File: src/sv/ifcd_pkg.sv
// ----------------------------------------------------------------------------
// ifcd_pkg
// Shared types, byte codes and colour helpers for the format code decoder.
// ----------------------------------------------------------------------------
package ifcd_pkg;

  // control bytes
  localparam logic [7:0] ByteBold   = 8'h02;
  localparam logic [7:0] ByteColour = 8'h03;
  localparam logic [7:0] ByteReset  = 8'h0f;
  localparam logic [7:0] ByteItalic = 8'h16;
  localparam logic [7:0] ByteLf     = 8'h0a;
  localparam logic [7:0] ByteComma  = 8'h2c;
  localparam logic [7:0] ByteZero   = 8'h30;
  localparam logic [7:0] ByteNine   = 8'h39;

  // digit field value meaning "no digits seen"
  localparam logic [6:0] NoDigits = 7'd127;

  localparam logic ItemChar  = 1'b0;
  localparam logic ItemBreak = 1'b1;

  typedef enum logic [2:0] {
    PH_IDLE   = 3'd0,
    PH_START  = 3'd1,
    PH_FG_ONE = 3'd2,
    PH_FG_TWO = 3'd3,
    PH_COMMA  = 3'd4,
    PH_BG_ONE = 3'd5
  } phase_t;

  typedef struct packed {
    logic [7:0] text_byte;
    logic       end_of_text;
  } in_item_t;

  typedef struct packed {
    logic       item_kind;
    logic [7:0] char_out;
    logic [7:0] pair_code;
    logic       color_on;
    logic       bold_on;
    logic       ital_on;
    logic       last_of_run;
  } out_item_t;

  // colour state touched when a code completes
  typedef struct packed {
    logic [7:0] pair;
    logic       remembered;
    logic       shown;
  } colour_t;

  // work handed from front to back
  typedef struct packed {
    logic       brk;
    logic       chr;
    logic [7:0] ch;
    logic [7:0] pair;
    logic       shown;
    logic       bold;
    logic       italic;
  } job_t;

  // irc colour number (mod 16) to curses colour
  function automatic logic [3:0] curses_of(input logic [3:0] irc);
    logic [3:0] c;
    unique case (irc)
      4'd0:    c = 4'd15;
      4'd1:    c = 4'd0;
      4'd2:    c = 4'd4;
      4'd3:    c = 4'd2;
      4'd4:    c = 4'd9;
      4'd5:    c = 4'd1;
      4'd6:    c = 4'd5;
      4'd7:    c = 4'd3;
      4'd8:    c = 4'd11;
      4'd9:    c = 4'd10;
      4'd10:   c = 4'd6;
      4'd11:   c = 4'd14;
      4'd12:   c = 4'd12;
      4'd13:   c = 4'd13;
      4'd14:   c = 4'd8;
      default: c = 4'd7;
    endcase
    return c;
  endfunction

  function automatic logic [7:0] pair_of(input logic [6:0] fg, input logic [6:0] bg);
    logic [3:0] f;
    logic [3:0] b;
    if (fg == NoDigits) begin
      f = (bg == NoDigits) ? 4'd0 : 4'd7;
    end else begin
      f = curses_of(fg[3:0]);
    end
    b = (bg == NoDigits) ? 4'd0 : curses_of(bg[3:0]);
    return {b, f};
  endfunction

  // finish a colour code against the current colour state
  function automatic colour_t complete_code(input logic [6:0] fg, input logic [6:0] bg,
                                            input colour_t cur);
    colour_t    res;
    logic [7:0] t;
    res = cur;
    t   = pair_of(fg, bg);
    if (cur.remembered && (t != cur.pair)) begin
      res.shown = 1'b0;
    end
    if (fg != NoDigits) begin
      res.pair       = t;
      res.remembered = 1'b1;
      res.shown      = 1'b1;
    end
    return res;
  endfunction

endpackage

File: src/sv/ifcd_front.sv
// ----------------------------------------------------------------------------
// ifcd_front
// Parses incoming bytes, keeps attribute state and queues output work.
// ----------------------------------------------------------------------------
module ifcd_front (
  input  logic              clk,
  input  logic              rst_n,
  input  logic              in_valid,
  output logic              in_ready,
  input  ifcd_pkg::in_item_t in_data,
  input  logic              q_full,
  output logic              push,
  output ifcd_pkg::job_t    push_data
);
  import ifcd_pkg::*;

  phase_t     phase_r, phase_nxt, phase_c;
  logic [6:0] fore_r, fore_nxt, fore_c;
  logic [6:0] back_r, back_nxt, back_c;
  colour_t    col_r, col_nxt, col_c;
  logic       bold_r, bold_nxt;
  logic       ital_r, ital_nxt;
  logic       nl_r, nl_nxt;

  logic       accept;
  logic [7:0] b;
  logic       eot;
  logic       digit;
  logic       comma;
  logic [3:0] d;
  logic       taken;
  logic       done;
  logic       brk;
  logic       chr;

  assign b      = in_data.text_byte;
  assign eot    = in_data.end_of_text;
  assign digit  = (b >= ByteZero) && (b <= ByteNine);
  assign comma  = (b == ByteComma);
  assign d      = b[3:0];
  assign in_ready = !q_full;
  assign accept = in_valid && in_ready;

  // next phase of the colour code parser
  always_comb begin
    taken   = 1'b0;
    done    = 1'b0;
    phase_c = phase_r;
    if (phase_r != PH_IDLE) begin
      unique case (phase_r)
        PH_START: begin
          if (digit) begin
            phase_c = PH_FG_ONE;
            taken   = 1'b1;
          end else if (comma) begin
            phase_c = PH_COMMA;
            taken   = 1'b1;
          end else begin
            done = 1'b1;
          end
        end
        PH_FG_ONE: begin
          if (digit) begin
            phase_c = PH_FG_TWO;
            taken   = 1'b1;
          end else if (comma) begin
            phase_c = PH_COMMA;
            taken   = 1'b1;
          end else begin
            done = 1'b1;
          end
        end
        PH_FG_TWO: begin
          if (comma) begin
            phase_c = PH_COMMA;
            taken   = 1'b1;
          end else begin
            done = 1'b1;
          end
        end
        PH_COMMA: begin
          if (digit) begin
            phase_c = PH_BG_ONE;
            taken   = 1'b1;
          end else begin
            done = 1'b1;
          end
        end
        PH_BG_ONE: begin
          taken = digit;
          done  = 1'b1;
        end
        default: phase_c = PH_IDLE;
      endcase
    end
    if (done) begin
      phase_c = PH_IDLE;
    end
    phase_nxt = phase_c;
    if (!taken && (b == ByteColour)) begin
      phase_nxt = PH_START;
    end
    if (eot) begin
      phase_nxt = PH_IDLE;
    end
  end

  // digits, attributes and the work item
  always_comb begin
    fore_c = fore_r;
    back_c = back_r;
    if (digit) begin
      unique case (phase_r)
        PH_START:  fore_c = {3'b000, d};
        PH_FG_ONE: fore_c = fore_r * 7'd10 + {3'b000, d};
        PH_COMMA:  back_c = {3'b000, d};
        PH_BG_ONE: back_c = back_r * 7'd10 + {3'b000, d};
        default:   fore_c = fore_r;
      endcase
    end
    col_c = done ? complete_code(fore_c, back_c, col_r) : col_r;

    fore_nxt = fore_c;
    back_nxt = back_c;
    col_nxt  = col_c;
    bold_nxt = bold_r;
    ital_nxt = ital_r;
    nl_nxt   = nl_r;
    brk      = 1'b0;
    chr      = 1'b0;
    if (!taken) begin
      if (b == ByteLf) begin
        brk    = nl_r;
        nl_nxt = 1'b1;
      end else begin
        brk    = nl_r;
        nl_nxt = 1'b0;
        unique case (b)
          ByteColour: begin
            fore_nxt = NoDigits;
            back_nxt = NoDigits;
          end
          ByteBold:   bold_nxt = !bold_r;
          ByteItalic: ital_nxt = !ital_r;
          ByteReset: begin
            if (col_c.remembered) begin
              col_nxt = '0;
            end
            bold_nxt = 1'b0;
          end
          default: chr = 1'b1;
        endcase
      end
    end
    if (eot) begin
      col_nxt  = '0;
      bold_nxt = 1'b0;
      ital_nxt = 1'b0;
    end

    push_data.brk    = brk;
    push_data.chr    = chr;
    push_data.ch     = b;
    push_data.pair   = col_c.shown ? col_c.pair : 8'd0;
    push_data.shown  = col_c.shown;
    push_data.bold   = bold_r;
    push_data.italic = ital_r;
  end

  assign push = accept && (brk || chr);

  always_ff @(posedge clk) begin
    if (!rst_n) begin
      phase_r <= PH_IDLE;
      fore_r  <= NoDigits;
      back_r  <= NoDigits;
      col_r   <= '0;
      bold_r  <= 1'b0;
      ital_r  <= 1'b0;
      nl_r    <= 1'b0;
    end else if (accept) begin
      phase_r <= phase_nxt;
      fore_r  <= fore_nxt;
      back_r  <= back_nxt;
      col_r   <= col_nxt;
      bold_r  <= bold_nxt;
      ital_r  <= ital_nxt;
      nl_r    <= nl_nxt;
    end
  end

endmodule

File: src/sv/ifcd_queue.sv
// ----------------------------------------------------------------------------
// ifcd_queue
// Two-entry queue of work items between front and back.
// ----------------------------------------------------------------------------
module ifcd_queue (
  input  logic           clk,
  input  logic           rst_n,
  input  logic           push,
  input  ifcd_pkg::job_t push_data,
  output logic           full,
  input  logic           pop,
  output logic           head_valid,
  output ifcd_pkg::job_t head
);
  import ifcd_pkg::*;

  job_t       mem_r [2];
  logic       wr_ptr_r, wr_ptr_nxt;
  logic       rd_ptr_r, rd_ptr_nxt;
  logic [1:0] count_r, count_nxt;

  assign full       = (count_r == 2'd2);
  assign head_valid = (count_r != 2'd0);
  assign head       = mem_r[rd_ptr_r];

  always_comb begin
    wr_ptr_nxt = push ? !wr_ptr_r : wr_ptr_r;
    rd_ptr_nxt = pop ? !rd_ptr_r : rd_ptr_r;
    count_nxt  = count_r + {1'b0, push} - {1'b0, pop};
  end

  always_ff @(posedge clk) begin
    if (push) begin
      mem_r[wr_ptr_r] <= push_data;
    end
  end

  always_ff @(posedge clk) begin
    if (!rst_n) begin
      wr_ptr_r <= 1'b0;
      rd_ptr_r <= 1'b0;
      count_r  <= 2'd0;
    end else begin
      wr_ptr_r <= wr_ptr_nxt;
      rd_ptr_r <= rd_ptr_nxt;
      count_r  <= count_nxt;
    end
  end

endmodule

File: src/sv/ifcd_back.sv
// ----------------------------------------------------------------------------
// ifcd_back
// Turns queued work into one or two result transfers via an output register.
// ----------------------------------------------------------------------------
module ifcd_back (
  input  logic               clk,
  input  logic               rst_n,
  input  logic               head_valid,
  input  ifcd_pkg::job_t     head,
  output logic               pop,
  output logic               out_valid,
  input  logic               out_ready,
  output ifcd_pkg::out_item_t out_data
);
  import ifcd_pkg::*;

  logic      out_valid_r, out_valid_nxt;
  out_item_t out_data_r, out_data_nxt;
  logic      brk_sent_r, brk_sent_nxt;
  logic      load;
  logic      emit_brk;

  assign load     = head_valid && (!out_valid_r || out_ready);
  assign emit_brk = head.brk && !brk_sent_r;
  assign pop      = load && !(emit_brk && head.chr);

  always_comb begin
    out_data_nxt.pair_code = head.pair;
    out_data_nxt.color_on  = head.shown;
    out_data_nxt.bold_on   = head.bold;
    out_data_nxt.ital_on   = head.italic;
    if (emit_brk) begin
      out_data_nxt.item_kind   = ItemBreak;
      out_data_nxt.char_out    = 8'd0;
      out_data_nxt.last_of_run = !head.chr;
    end else begin
      out_data_nxt.item_kind   = ItemChar;
      out_data_nxt.char_out    = head.ch;
      out_data_nxt.last_of_run = 1'b1;
    end
    out_valid_nxt = load ? 1'b1 : (out_valid_r && !out_ready);
    brk_sent_nxt  = load ? (emit_brk && head.chr) : brk_sent_r;
  end

  always_ff @(posedge clk) begin
    if (load) begin
      out_data_r <= out_data_nxt;
    end
  end

  always_ff @(posedge clk) begin
    if (!rst_n) begin
      out_valid_r <= 1'b0;
      brk_sent_r  <= 1'b0;
    end else begin
      out_valid_r <= out_valid_nxt;
      brk_sent_r  <= brk_sent_nxt;
    end
  end

  assign out_valid = out_valid_r;
  assign out_data  = out_data_r;

endmodule

File: src/sv/irc_format_code_decoder.sv
// ----------------------------------------------------------------------------
// irc_format_code_decoder
// Decodes irc formatting codes in a byte stream and emits printable bytes
// and line breaks tagged with the colour, bold and italic attributes.
// ----------------------------------------------------------------------------
//
//   channel   signals                      carries
//   input     in_valid/in_ready/in_data    text byte, end-of-message flag
//   output    out_valid/out_ready/out_data one character or line break
//
// - one byte is taken per cycle while the queue is not full; the front parses
//   it in that cycle and queues at most one work item holding up to two results
// - the back drains one result per cycle while out_ready is high, so a byte
//   yielding a line break and a character takes two output transfers and the queue absorbs it
// - rst_n is synchronous: parser idle, attributes clear, queue and output
//   register empty
// - in_ready drops only while the two-entry queue is full
//
module irc_format_code_decoder (
  input  logic               clk,
  input  logic               rst_n,
  input  logic               in_valid,
  output logic               in_ready,
  input  ifcd_pkg::in_item_t in_data,
  output logic               out_valid,
  input  logic               out_ready,
  output ifcd_pkg::out_item_t out_data
);
  import ifcd_pkg::*;

  // front to queue
  logic q_full;
  logic push;
  job_t push_data;

  // queue to back
  logic pop;
  logic head_valid;
  job_t head;

  // parser and attribute state, one byte per transfer
  ifcd_front u_front (
    .clk       (clk),
    .rst_n     (rst_n),
    .in_valid  (in_valid),
    .in_ready  (in_ready),
    .in_data   (in_data),
    .q_full    (q_full),
    .push      (push),
    .push_data (push_data)
  );

  // decouples parsing from output stalls
  ifcd_queue u_queue (
    .clk        (clk),
    .rst_n      (rst_n),
    .push       (push),
    .push_data  (push_data),
    .full       (q_full),
    .pop        (pop),
    .head_valid (head_valid),
    .head       (head)
  );

  // splits each work item into result transfers
  ifcd_back u_back (
    .clk        (clk),
    .rst_n      (rst_n),
    .head_valid (head_valid),
    .head       (head),
    .pop        (pop),
    .out_valid  (out_valid),
    .out_ready  (out_ready),
    .out_data   (out_data)
  );

endmodule
File: config.mk
export PLATFORM = sky130hd
export DESIGN_NAME = irc_format_code_decoder
export DESIGN_NICKNAME = d
export VERILOG_FILES = /design/src/sv/ifcd_pkg.sv /design/src/sv/ifcd_front.sv /design/src/sv/ifcd_queue.sv /design/src/sv/ifcd_back.sv /design/src/sv/irc_format_code_decoder.sv
export SDC_FILE = /design/constraint.sdc
export NUM_CORES = 1
export LEC_CHECK = 0
export BUFFER_PORTS_ARGS = -buffer_cell sky130_fd_sc_hd__buf_4
export CAP_MARGIN = 25
export CORE_MARGIN = 5
export CORE_UTILIZATION = 45
export CTS_CLUSTER_SIZE = 20
export DETAILED_ROUTE_END_ITERATION = 16
export GPL_TIMING_DRIVEN = 0
export PLACE_DENSITY_LB_ADDON = 0.15
export SLEW_MARGIN = 10
export SYNTH_ARGS = -nofsm -noshare
export SYNTH_HDL_FRONTEND = slang
export SYNTH_SLANG_ARGS = --single-unit
File: constraint.sdc
create_clock -name clk -period 3.65 [get_ports clk]
set_clock_uncertainty 0.15 [all_clocks]
set_input_delay 0.365 -clock clk [delete_from_list [all_inputs] [get_ports clk]]
set_output_delay 0.365 -clock clk [all_outputs]
set_load 0.02 [all_outputs]
# Word-level counts from Yosys, hierarchy flattened
# Memory sizes are Yosys's and may differ from the RTL's. A register that Yosys moved wholly into a read port is not among the register bits.
# Cells that the tools add are included.
classes:
  add_sub_neg: 4
  n_mul: 2
  n_div: 0
  magnitude_cmp: 2
  n_eq_ne: 20
  n_shift: 0
  mux: 60
  bitwise_logic: 1
  n_reduce_logical: 34
ops:
  columns: ["operator", "count"]
  rows:
  - ["$mux W10", 7]
  - ["$mux W7", 8]
  - ["$pmux W7 S2", 2]
  - ["$mux W3", 9]
  - ["$mux W1", 26]
  - ["$eq A8 B2 Y1 const B", 2]
  - ["$eq A8 B4 Y1 const B", 2]
  - ["$pmux W3 S5", 1]
  - ["$add A7 B4 Y7", 2]
  - ["$eq A7 B7 Y1 const B", 2]
  - ["$mul A7 B3 Y6 const B", 2]
  - ["$reduce_and A4 Y1", 3]
  - ["$logic_not A1 Y1", 11]
  - ["$logic_and A1 B1 Y1", 10]
  - ["$mux W9", 1]
  - ["$eq A8 B5 Y1 const B", 1]
  - ["$eq A8 B6 Y1 const B", 1]
  - ["$ge A8 B6 Y1 const B", 1]
  - ["$le A8 B6 Y1 const B", 1]
  - ["$mux W4", 2]
  - ["$mux W8", 1]
  - ["$ne A8 B8 Y1", 1]
  - ["$pmux W1 S4", 2]
  - ["$ne A7 B7 Y1 const B", 1]
  - ["other kinds (18)", 24]
totals:
  regBits: 57
  latchBits: 0
  ramBits: 42
  mem_bits_ro: 128
  inputBits: 13
  out_inout_bits: 23
  elab_cells: 147
  mem_count: 3
mem_list:
  columns: ["name", "words", "width", "rd", "rd_clocked_by_memory_dff", "write_ports", "line_no", "rtl"]
  rows:
  - ["(no name shown)", 16, 4, 1, 0, 0, "ifcd_pkg.sv:68", "unique case (irc)"]
  - ["(no name shown)", 16, 4, 1, 0, 0, "ifcd_pkg.sv:68", null]
  - ["u_queue.mem_r", 2, 21, 1, 1, 1, "ifcd_queue.sv:17", "job_t mem_r [2];"]

# Depth between registers and ports, before layout
# Gate-level depths: netlist (run 1).
depth:
  word_depth: 17
  ltp_mapped: 17
  ltp_nobuf: 14

# Hierarchy
# Synthesis (run 1) repeated with hierarchy kept, for this count alone.
hier_totals:
  cells_unflattened: 534
  hier_area_um2: 5895.7
modules_own_cells:
  columns: ["module", "n_inst", "cells_per_inst", "area_each_um2", "seq_area_each_um2"]
  rows:
  - ["ifcd_front", 1, 405, 3266.9, 600.6]
  - ["ifcd_queue", 1, 86, 1823.0, 1361.3]
  - ["ifcd_back", 1, 43, 805.8, 670.6]

# Worst setup path before layout (run 1)
# OpenSTA, ideal clock, no wires.
synth_timing:
  path_kind: "in2reg"
  from: "in in_data[3] (netlist name)"
  to: "mem u_queue.mem_r[0][3] (netlist name), data pin"
  setup_time_ns: 0.150
  t_arrival_ns: 3.655
  t_required_ns: 3.350
  path_slack_ns: -0.305
  path_stages: 12
  path_buffers: 2
  cell_sequence: "buf_6 > o21a_1 > or4_1 > clkbuf_1 > o21ai_0 > ha_1 > or2_2 > a221oi_1 > nor2_1 > o41ai_2 > a31oi_4 > nor2_1"
synth_rtl:
  columns: ["item", "line_no", "rtl"]
  rows:
  - ["start: declaration", "irc_format_code_decoder.sv:24", "input ifcd_pkg::in_item_t in_data,"]
  - ["end: declaration", "ifcd_queue.sv:17", null]

==> summary.md, run 1 <==
| Metric | Value |
|---|---|
| Outcome | finished, violations left |
| Failing checks | negative setup slack |
| Placed cell area | 0.00618 mm² |
| Post-synth ARST share | 0% |
| Commonest cells after routing, fill and taps aside | edfxtp_1 (63), buf_4 (52), nand2_1 (51) |
| Avg Inst Size Synth | 10.2 µm² |
| Smallest hold slack | ~67 ps |
| H-tree depth | 3 |
| First-pass GRT wire length | between 20000 and 25000 µm |
| Combinational Power Share | approximately a quarter |
| Routability cong. | 0.893 |
| Max-capacitance violation count | 0 |
| Routed WL per cell | about 18 µm |
| Slew Limit Headroom | approximately half |
| # DRC | 0 |
| Syn Inst Count | 554 |
| Clk pin slew, worst setup/hold paths | approximately 70 ps |
| Number of antenna diodes | 0 |
| Final non-filler cell total | about 800 |
| Crit path max fanout | 4 |
| Area Overhead vs Synth | 23.6% |
| YS warnings | 0 |
| Synthesized cell area | approximately 0.0057 mm² |
| Initial antenna violation count | 0 |
| Max Root-Sink Buffers | 2 |
| CP endpoint | u_queue.mem_r[1][8] |
| Syn Nets | between 500 and 600 |
| Initial Util | between 40% and 50% |
| Pwr dens | about 470 mW/mm² |
| Die H | between 100 and 150 µm |
| Switching pwr | around 990 µW |
| Post-synthesis mux area share | roughly 7.1% |
| FF-to-FF path depth | 16 |
| GRT Total Usage | 19.2% |
| # IOs | 36 |
| Drt first pass iters | 4 |
| Crit path time final | roughly 3800 ps |
| Yosys reg bits | 100 |
| CP required | about 3700 ps |
| EDFF count, synth | 63 |
| RR Endpoint | u_queue.mem_r[1][8] |
| Post-Place Cells | 762 |
| Port Buf Inserts | 34 |
| Largest family of logic cells by synthesized area | simple AND/OR/NAND/NOR gates |
| Layout cells sized above 1 | between 20% and 30% |
| Compound-Gate Fraction of Synth Area | approximately 14% |
| Die Wd | 122 µm |
| Final #Nets | approximately 660 |
| Sequential Power Share | 45.5% |
| Final Instance Area | roughly 0.0070 mm² |
| Crit Path Class | reg2reg |
| Clk root buf | clkbuf_16 |
| Pre-CTS worst setup slack | -978 ps |
| Final setup violation count | 19 |
| Main synth FF type | edfxtp_1 |
| Switching Fraction | 29.9% |
| Hold WC Path Type | in2reg |
| CP Launch Point | u_front.back_r[3] |
| Synth Area in XOR/XNOR | 3.41% |
| Post-DP HPWL | between 10000 and 15000 µm |
| Slew Viols, Final | 0 |
| Synth cell types | 72 |
| Hold Fails Final Rpt | 0 |
| Sum of negative setup slack | -1850 ps |
| 1st-iter DRT viols | 365 |
| CP Capture Type | flip-flop |
| Highest clock rate | 0.264 GHz |
| Clock power frac | roughly 30% |
| Crit path DAT | between 3000 and 4000 ps |
| Vias | 4391 |
| RSZ-0062 raised after global routing | true |
| Final ANT Viol Nets | 0 |
| Std-Cell Core Area | roughly 0.012 mm² |
| CTS Buf Count | 9 |
| Static Leak | 0.00265 µW |
| CP Launch Type | flip-flop |
| Final global-route overflow total | 0 |
| Worst setup margin | -141 ps |
| Adder-cell share of the synthesized area | 7.62% |
| Vias per std cell | between 5 and 6 |
| Simple-gate portion of the synthesized area | 17.4% |
| Final worst-path cycle share | 104% |
| Commonest non-fill, non-tap cell in the layout | edfxtp_1 |
| FF-to-FF Start | u_front.back_r[3] |
| Latest clock arrival within the worst-skew pair | between 300 and 400 ps |
| Vias in the first global route | 4187 |
| Largest net degree at the start of global routing | 22 |
| Slew of the pin with the lowest slew margin | around 770 ps |
| FP Rows | 41 |
| Max IR drop VDD | roughly 0.20 mV |
| Seq/Total Area, Yosys | 46.6% |
| Internal cell power | about 2300 µW |
| CTS tree | done |
| CTS Sinks | 100 |
| Full die area | 0.0149 mm² |
| R2r setup slk | -140 ps |
| Drt total wl | approximately 14000 µm |
[cells in the mapped netlist (3+ instances only)]
cell / number / area share, %
or3_1: 5 / 0.55
nor2_1: 57 / 3.8
nand3_1: 8 / 0.71
a221oi_1: 4 / 0.62
nand2b_1: 4 / 0.44
mux2i_1: 21 / 3.7
o21ai_0: 25 / 2.2
nand2_1: 52 / 3.5
o211ai_1: 4 / 0.53
o31ai_1: 3 / 0.40
nor4_1: 4 / 0.44
ha_1: 28 / 6.2
dfxtp_1: 37 / 13
edfxtp_1: 63 / 33
nor2b_1: 11 / 1.2
a21oi_1: 23 / 2.0
fa_1: 4 / 1.4
buf_1: 3 / 0.20
nand4_1: 5 / 0.55
xor2_1: 5 / 0.77
and3_1: 3 / 0.33
a31oi_1: 3 / 0.33
xnor2_1: 17 / 2.6
and2_1: 14 / 1.5
mux2_2: 17 / 3.4
nor3_1: 12 / 1.1
inv_1: 26 / 1.7
buf_2: 3 / 0.27
o22ai_1: 16 / 1.8
clkbuf_1: 17 / 1.1
a211o_1: 5 / 0.77
a22oi_1: 3 / 0.40
[final cells by class]
cell class	instances	area [µm²]
repair buffers	55	444
plain buffers	23	124
clock buffers	9	225
multi-input cells	403	3140
fillers	1070	5480
inverters	27	105
clock inverters	7	81.3
flip-flops and latches	100	2650
well taps	172	215
[worst max-delay path, cell delays in order, from the launching register on]
cell     delay (ps)
dfxtp_4         350
ha_4            270
ha_4            120
inv_2            30
fa_2            550
nor2b_2          50
a31o_2          200
mux2i_2         170
mux2i_1         140
nor4b_4         330
buf_4           180
xnor2_1          50
or3_1           320
a22oi_2         270
buf_4           180
a31oi_4         120
a21oi_2         150
[metrics by stage]
step	utilization, %	total power (µW)
2_1_floorplan	-	2010
5_1_grt	56.0	3440
4_1_cts	54.8	3320
6_report	56.0	3290
3_3_place_gp	49.3	2300
3_5_place_dp	49.6	2330
[power by group through the flow]
stage / logic (µW) / clock network [µW] / registers [µW]
floorplan: 345 / 0 / 1670
global placement: 765 / 0 / 1530
detailed placement: 803 / 0 / 1530
CTS: 807 / 1010 / 1500
global route: 871 / 1050 / 1520
finish: 804 / 989 / 1500
[sequential cells by signal (all words and copies together) (netlist names), 2 cells and up, named ones only]
signal and flops:
u_front.fore_r 7, u_queue.mem_r 42, u_front.back_r 7, u_front.col_r 10
u_front.phase_r 3, u_back.out_data 21, u_queue.count_r 2
[what timing repair did]
action                                  4_1_cts  5_1_grt
hold buffers                                  0        0
buffers inserted                             11        7
resized for setup                            65       16
cloned                                        1        0
endpoints found under the setup margin       27       25
pin swaps                                    23       15
[worst min path at each step]
stage                                end  depth (start not counted)               from  slack [ps]
finish              u_queue.mem_r[0][11]                          1         in_data[1]          70
global route        u_queue.mem_r[1][11]                          1         in_data[1]          60
CTS                 u_queue.mem_r[0][11]                          1         in_data[1]          60
detailed placement     u_front.back_r[6]                          2  u_front.back_r[6]         320
global placement     u_queue.mem_r[0][1]                          0     u_front.bold_r         310
floorplan            u_queue.mem_r[0][0]                          0     u_front.ital_r         280
[cells by family (layout without fill, tap and decap cells)]
logic type	Yosys count	in the layout
and+or+nand+nor	194	194
AOI/OAI and AO/OA	116	117
DFF	100	100
buffers and inverters	52	121
muxes	38	38
adders and majority gates	32	32
xor gates and xnor gates	22	22
[layer usage]
metal / track usage, % / up-vias / part of all wire, %
met1: 26.2 / 2132 / 46
li1: - / 2153 / -
met5: 0 / - / 0
met4: 5.11 / 0 / 1.4
met2: 31.9 / 91 / 49
met3: 2.97 / 15 / 3.9
No activity file was read; power rests on OpenSTA's default activity.
==> run 2, diff against run 1 <==
--- a/config.mk
+++ b/config.mk
@@ -7,8 +7,10 @@
 export LEC_CHECK = 0
 export BUFFER_PORTS_ARGS = -buffer_cell sky130_fd_sc_hd__buf_4
 export CAP_MARGIN = 25
+export CELL_PAD_IN_SITES_DETAIL_PLACEMENT = 2
+export CELL_PAD_IN_SITES_GLOBAL_PLACEMENT = 2
 export CORE_MARGIN = 5
-export CORE_UTILIZATION = 45
+export CORE_UTILIZATION = 36
 export CTS_CLUSTER_SIZE = 20
 export DETAILED_ROUTE_END_ITERATION = 16
 export GPL_TIMING_DRIVEN = 0
==> run 2 against run 1 <==
Maximum frequency decreased by 2.3%. Critical path depth unchanged. Global-route usage rose by 1.4 points. Largest power group unchanged. Die area rose by 23%. Core utilization is 9.7 points lower. Critical path type unchanged. Critical endpoint is now u_queue.mem_r[0][7]. First-iteration DRC count shrank 42%. Total power is 4.9% higher. Sequential power about the same. Cell count increased by 4.9%. The run still ends with negative setup slack left. Largest cell class unchanged.
==> summary.md, run 2 (synthesized netlist as in run 1, its figures left out) <==
| Metric | Value |
|---|---|
| Final worst-path cycle share | 106% (+2.5 points) |
| Clk pin slew, worst setup/hold paths | 80 ps (about the same) |
| Vias per std cell | 5.46 (-1.1%) |
| Static Leak | 0.00267 µW (+0.46%) |
| Smallest hold slack | 68.3 ps (+1.76 ps) |
| Highest clock rate | 0.258 GHz (-2.3%) |
| CP peak stage delay | 380 ps (-170 ps) |
| FP Rows | 45 (+9.8%) |
| Slew Viols, Final | 0 (unchanged) |
| # fillers | 1642 (+53%) |
| Clk root buf | clkbuf_16 |
| Latest clock arrival within the worst-skew pair | 350 ps (about the same) |
| FF-to-FF Start | u_front.back_r[3] |
| Clock power frac | 31.4% (+1.3 points) |
| Switching Fraction | 30.9% (+0.99 points) |
| GRT Total Usage | 20.6% (+1.4 points) |
| Initial Util | 36.9% (-8.4 points) |
| Largest net degree at the start of global routing | 22 (unchanged) |
| CTS Sinks | 100 (unchanged) |
| Register Area | 0.00266 mm² (+0.14%) |
| Crit Path Class | reg2reg |
| Port Buf Inserts | 34 (unchanged) |
| Max-capacitance violation count | 0 (unchanged) |
| Internal cell power | 2390 µW (+3.4%) |
| Combinational Power Share | 24.7% (+0.3 points) |
| FF-to-FF path depth | 16 (unchanged) |
| Die Wd | 135 µm (+11%) |
| Post-DP HPWL | 13000 µm (+30%) |
| CTS tree | done |
| H-tree depth | 3 (unchanged) |
| Initial antenna violation count | 0 (unchanged) |
| CP required | 3710 ps (about the same) |
| Slew Limit Headroom | 44.6% (-4.3 points) |
| Final non-filler cell total | 835 (+4.9%) |
| Final setup violation count | 19 (unchanged) |
| RSZ-0062 raised after global routing | true |
| Sequential Power Share | 43.9% (-1.6 points) |
| First-pass GRT wire length | 29100 µm (+32%) |
| CP Capture Type | flip-flop |
| Most flops, register | u_queue.mem_r |
| R2r setup slk | -230 ps (-90 ps) |
| Hold Fails Final Rpt | 0 (unchanged) |
| Drt total wl | 18400 µm (+32%) |
| Max Root-Sink Buffers | 2 (unchanged) |
| Commonest non-fill, non-tap cell in the layout | edfxtp_1 |
| Crit path max fanout | 5 (+1) |
| CP Cell Sequence | ha_4 > ha_4 > inv_2 > fa_2 > xnor2_2 > xnor2_2 > mux2i_2 > mux2i_2 > nor4b_4 > buf_4 > xnor2_1 > or3_1 > a22oi_2 > buf_4 > a31oi_4 > nor2_2 |
| Slew of the pin with the lowest slew margin | 832 ps (+65.2 ps) |
| Max IR drop VDD | 0.224 mV (+9.9%) |
| CP Depth | 16 (unchanged) |
| CP Launch Point | u_front.back_r[3] |
| Hold-fix buffer count after cts | 0 (unchanged) |
| Post-Place Cells | 801 (+5.1%) |
| Area Overhead vs Synth | 25.5% |
| Final global-route overflow total | 0 (unchanged) |
| Top delay family on crit path | simple AND/OR/NAND/NOR gates |
| Layout cells sized above 1 | 27.9% (+0.80 points) |
| RR Endpoint | u_queue.mem_r[0][7] |
| Drt first pass iters | 5 (+1) |
| CP endpoint | u_queue.mem_r[0][7] |
| Final ANT Viol Nets | 0 (unchanged) |
| Failing checks | negative setup slack |
| # IOs | 36 (unchanged) |
| Commonest cells after routing, fill and taps aside | edfxtp_1 (63), buf_4 (52), nand2_1 (51) |
| Routed WL per cell | 22.1 µm (+25%) |
| Std-Cell Core Area | 0.0153 mm² (+23%) |
| Vias | 4555 (+3.7%) |
| Pwr dens | 487 mW/mm² (+3.2%) |
| Final #Nets | 664 (unchanged) |
| Vias in the first global route | 5081 (+21%) |
| Crit path time final | 3880 ps (+90.5 ps) |
| # DRC | 0 (unchanged) |
| Number of antenna diodes | 0 (unchanged) |
| CTS Buf Count | 9 (unchanged) |
| Max reg flops | 42 (unchanged) |
| Crit path buffers/inverters | 3 (unchanged) |
| Crit path DAT | 3940 ps (+90 ps) |
| Hold WC Path Type | in2reg |
| CP Launch Type | flip-flop |
| Worst setup margin | -231 ps (-90.5 ps) |
| Routability cong. | 0.819 (-8.3%) |
| Full die area | 0.0183 mm² (+23%) |
| Die H | 135 µm (+11%) |
| Switching pwr | 1070 µW (+8.3%) |
| Multi-input gate area | 0.00318 mm² (+1.5%) |
| Outcome | finished, violations left |
| CP max stage cell | fa_2 |
| 1st-iter DRT viols | 213 (-42%) |
run 2: how the worst min path moves through the flow:
stage                         from              endpoint  slack, ps  cells past startpoint
global route            in_data[1]  u_queue.mem_r[0][11]         60                      1
global placement    u_front.ital_r   u_queue.mem_r[0][0]        300                      0
CTS                     in_data[1]  u_queue.mem_r[0][11]         60                      1
finish                  in_data[1]  u_queue.mem_r[0][11]         70                      1
detailed placement  u_front.bold_r   u_queue.mem_r[1][1]        330                      0
floorplan           u_front.ital_r   u_queue.mem_r[0][0]        280                      0
run 2: power groups by stage:
stage | Sequential [µW] | Clock [µW] | Combinational (µW)
global placement | 1530 | 0 | 773
detailed placement | 1550 | 0 | 846
floorplan | 1670 | 0 | 345
CTS | 1530 | 1110 | 857
global route | 1540 | 1150 | 921
finish | 1520 | 1080 | 853
run 2: area by class of cell:
type / instances / share of cell area, %
multi-input cells: 403 / 44.9
flip-flops and latches: 100 / 37.4
repair buffers: 55 / 6.14
well taps: 211 / 3.72
clock buffers: 9 / 3.18
plain buffers: 23 / 1.76
clock inverters: 7 / 1.48
inverters: 27 / 1.43
run 2: metrics by stage:
| stage | setup slack, ps | instance area [µm²] | util, % | total power (µW) | setup TNS (ps) |
|---|---|---|---|---|---|
| after global placement | -1000 | 6200 | 40.5 | 2300 | -35510 |
| after floorplan | 25.8 | 5680 | - | 2010 | 0 |
| after CTS | -152 | 6970 | 45.5 | 3490 | -2090 |
| after global routing | -441 | 7090 | 46.3 | 3610 | -7670 |
| after detailed placement | -1140 | 6230 | 40.7 | 2400 | -27160 |
| final | -231 | 7090 | 46.3 | 3450 | -3970 |
run 2: metal layers:
metal	wire, µm	up-vias	global-route usage [%]	share of wire, %
met5	0	-	0	0
met4	302	0	5.54	1.6
met3	409	15	3.23	2.2
met2	9800	46	38.0	53
met1	7900	2344	24.9	43
li1	-	2150	-	-
run 2: worst reg2reg max path, cell delays in order, from the launching register on:
cell and delay [ps]:
dfxtp_4 360, ha_4 270, ha_4 130, inv_2 30, fa_2 380, xnor2_2 220
xnor2_2 170, mux2i_2 340, mux2i_2 140, nor4b_4 290, buf_4 190, xnor2_1 60
or3_1 360, a22oi_2 180, buf_4 150, a31oi_4 150, nor2_2 170
run 2: what timing repair did:
| item | in CTS | in global routing |
|---|---|---|
| gates resized for setup | 74 | 15 |
| pin swaps | 21 | 7 |
| endpoints found under the setup margin | 48 | 26 |
| gates cloned | 1 | 0 |
| setup buffers | 13 | 5 |
==> run 3, diff against run 2 <==
--- a/config.mk
+++ b/config.mk
@@ -9,6 +9,7 @@
 export CAP_MARGIN = 25
 export CELL_PAD_IN_SITES_DETAIL_PLACEMENT = 2
 export CELL_PAD_IN_SITES_GLOBAL_PLACEMENT = 2
+export CORE_ASPECT_RATIO = 1.4
 export CORE_MARGIN = 5
 export CORE_UTILIZATION = 36
 export CTS_CLUSTER_SIZE = 20
==> run 3 against run 2 <==
The flow still finishes with violations (negative setup slack). Die area grew 0.19%. Clock power shrank 11%. Flip-flop and latch count is the same. Cell area grew 0.48%. Worst setup slack gained 50 ps. Wire length grew 2.3%. Worst hold slack gained 4.6 ps. Via count grew 0.68%. Register-to-register slack gained 50 ps. Sequential power is essentially flat. First-iteration DRC count shrank 8.5%. Total power shrank 3.2%. Critical path type unchanged. Largest cell class unchanged.
==> summary.md, run 3 (synthesized netlist as in run 1, its figures left out) <==
| Metric | Value |
|---|---|
| Outcome | finished, violations left |
| Failing checks | negative setup slack |
| Hold WC Path Type | in2reg |
| CTS tree | done |
| CP Launch Type | flip-flop |
| # IOs | 36 (unchanged) |
| CP required | 3680 ps (-30 ps) |
| Routability cong. | 0.863 (+5.3%) |
| Worst setup margin | -181 ps (+49.9 ps) |
| Vias in the first global route | 5188 (+2.1%) |
| Most frequent CP cell | ha_4 |
| Clk root buf | clkbuf_16 |
| Area Overhead vs Synth | 26.1% |
| CP max stage cell | fa_2 |
| CP Capture Type | flip-flop |
| Final worst-path cycle share | 105% (-1.4 points) |
| Die H | 158 µm (+17%) |
| Crit Path Class | reg2reg |
| # DRC | 0 (unchanged) |
| Largest net degree at the start of global routing | 22 (unchanged) |
| Slew Viols, Final | 0 (unchanged) |
| Die Wd | 116 µm (-14%) |
| Static Leak | 0.00270 µW (+1.1%) |
| Highest clock rate | 0.261 GHz (+1.3%) |
| Initial Util | 36.4% (-0.53 points) |
| FF-to-FF Start | u_front.back_r[3] |
| Hold-fix buffer count after cts | 0 (unchanged) |
| Max IR drop VDD | 0.328 mV (+47%) |
| Commonest cells after routing, fill and taps aside | edfxtp_1 (63), buf_4 (57), nor2_1 (51), nand2_1 (51), dfxtp_1 (28) |
| FP Rows | 54 (+20%) |
| Vias per std cell | 5.56 (+1.9%) |
| Hold Fails Final Rpt | 0 (unchanged) |
| GRT Total Usage | 20.5% (-0.094 points) |
| H-tree depth | 3 (unchanged) |
| Post-DP HPWL | 13500 µm (+3.4%) |
| First-pass GRT wire length | 28800 µm (-1.0%) |
| Final #Nets | 669 (+0.75%) |
| Final ANT Viol Nets | 0 (unchanged) |
| Smallest hold slack | 73.0 ps (+4.64 ps) |
| Placed cell area | 0.00621 mm² (-0.30%) |
| Port Buf Inserts | 34 (unchanged) |
| Final core utilization | 45.9% (-0.45 points) |
| Clk pin slew, worst setup/hold paths | 80 ps (about the same) |
| CP Launch Point | u_front.back_r[3] |
| Post-Place Cells | 786 (-1.9%) |
| Crit path max fanout | 5 (unchanged) |
| CP peak stage delay | 550 ps (+170 ps) |
| Commonest non-fill, non-tap cell in the layout | edfxtp_1 |
| Crit path DAT | 3860 ps (-80 ps) |
| Final Instance Area | 0.00713 mm² (+0.48%) |
| CP Cell Sequence | ha_4 > ha_4 > inv_2 > fa_2 > xor2_1 > a41oi_2 > nor4b_4 > buf_4 > xnor2_2 > or3_1 > a22oi_2 > buf_6 > a31oi_4 > nor2_1 |
| Final global-route overflow total | 0 (unchanged) |
| Max-capacitance violation count | 0 (unchanged) |
| Max reg flops | 42 (unchanged) |
| Drt first pass iters | 4 (-1) |
| Most flops, register | u_queue.mem_r |
| Number of antenna diodes | 0 (unchanged) |
| CTS Buf Count | 9 (unchanged) |
| Final setup violation count | 19 (unchanged) |
| Min-Delay Startpoint | in_data[1] |
| CTS Sinks | 100 (unchanged) |
| Vias | 4586 (+0.68%) |
| Tot Pwr | 3340 µW (-3.2%) |
| Layout cells sized above 1 | 28.0% (+0.096 points) |
| Slew Limit Headroom | 49.4% (+4.8 points) |
| Pwr dens | 469 mW/mm² (-3.7%) |
| Drt total wl | 18800 µm (+2.3%) |
| 1st-iter DRT viols | 195 (-8.5%) |
| Crit path time final | 3830 ps (-49.9 ps) |
| Routed WL per cell | 22.8 µm (+3.5%) |
| RSZ-0062 raised after global routing | true |
| Initial antenna violation count | 0 (unchanged) |
| Latest clock arrival within the worst-skew pair | 350 ps (about the same) |
| Std-Cell Core Area | 0.0155 mm² (+1.5%) |
| # fillers | 1622 (-1.2%) |
| Slew of the pin with the lowest slew margin | 759 ps (-72.4 ps) |
| Full die area | 0.0183 mm² (+0.19%) |
| Final non-filler cell total | 825 (-1.2%) |
| Max Root-Sink Buffers | 2 (unchanged) |
## run 3: cell types whose count changed in the layout (fill, tap and decap cells not counted), moves of 2 or more
| cell | previous run | this run |
|---|---|---|
| dfxtp_2 | 6 | 4 |
| buf_4 | 52 | 57 |
| a21oi_2 | 7 | 4 |
| a21oi_1 | 17 | 19 |
| bufinv_16 | 2 | 0 |
| nor2_1 | 49 | 51 |
| nand3_2 | 3 | 1 |
| nand3_1 | 6 | 8 |
## run 3: cell type report
class                   instances  area (µm²)  area share [%]
plain buffers                  23         124            1.74
clock buffers                   9         225            3.16
clock inverters                 7        67.6           0.948
inverters                      27         101            1.42
multi-input cells             403        3210            45.1
flip-flops and latches        100        2660            37.3
well taps                     196         245            3.44
repair buffers                 60         493            6.92
## run 3: metal layers
metal	vias to the layer above	part of all wire (%)	global-route usage (%)
met5	-	0	0
met4	0	2.8	7.79
met3	30	2.1	1.87
met2	71	55	39.9
met1	2328	40	22.5
li1	2157	-	-
## run 3: worst paths after layout
check                          to  slack [ps]  cells after the start
min          u_queue.mem_r[1][11]          70                      1
max reg2reg   u_queue.mem_r[0][3]        -180                     14
min reg2reg   u_queue.mem_r[0][0]         340                      0
max           u_queue.mem_r[0][3]        -180                     14
## run 3: where the power goes
group	internal, µW	switching, µW
logic	330	531
clock network	482	480
registers	1440	74.4
## run 3: what timing repair did
item | 4_1_cts | 5_1_grt
endpoints found under the setup margin | 27 | 27
setup buffers | 18 | 13
gates resized for setup | 73 | 21
gates cloned | 1 | 0
pin swaps | 19 | 14
## run 3: worst max-delay path, delay by kind of cell (launching register included)
kind                     cells  cell delay, ps
flip-flops                   1             360
AO/OA/AOI/OAI                3             530
AND/OR/NAND/NOR              3             940
buffers and inverters        3             380
adder cells (fa/ha/maj)      3             930
XOR/XNOR                     2             370
## run 3: through the flow
stage | setup TNS (ps) | setup slack [ps]
finish | -2060 | -181
global route | -5990 | -379
CTS | -1910 | -143
detailed placement | -26310 | -1070
global placement | -36790 | -1030
floorplan | 0 | 25.8
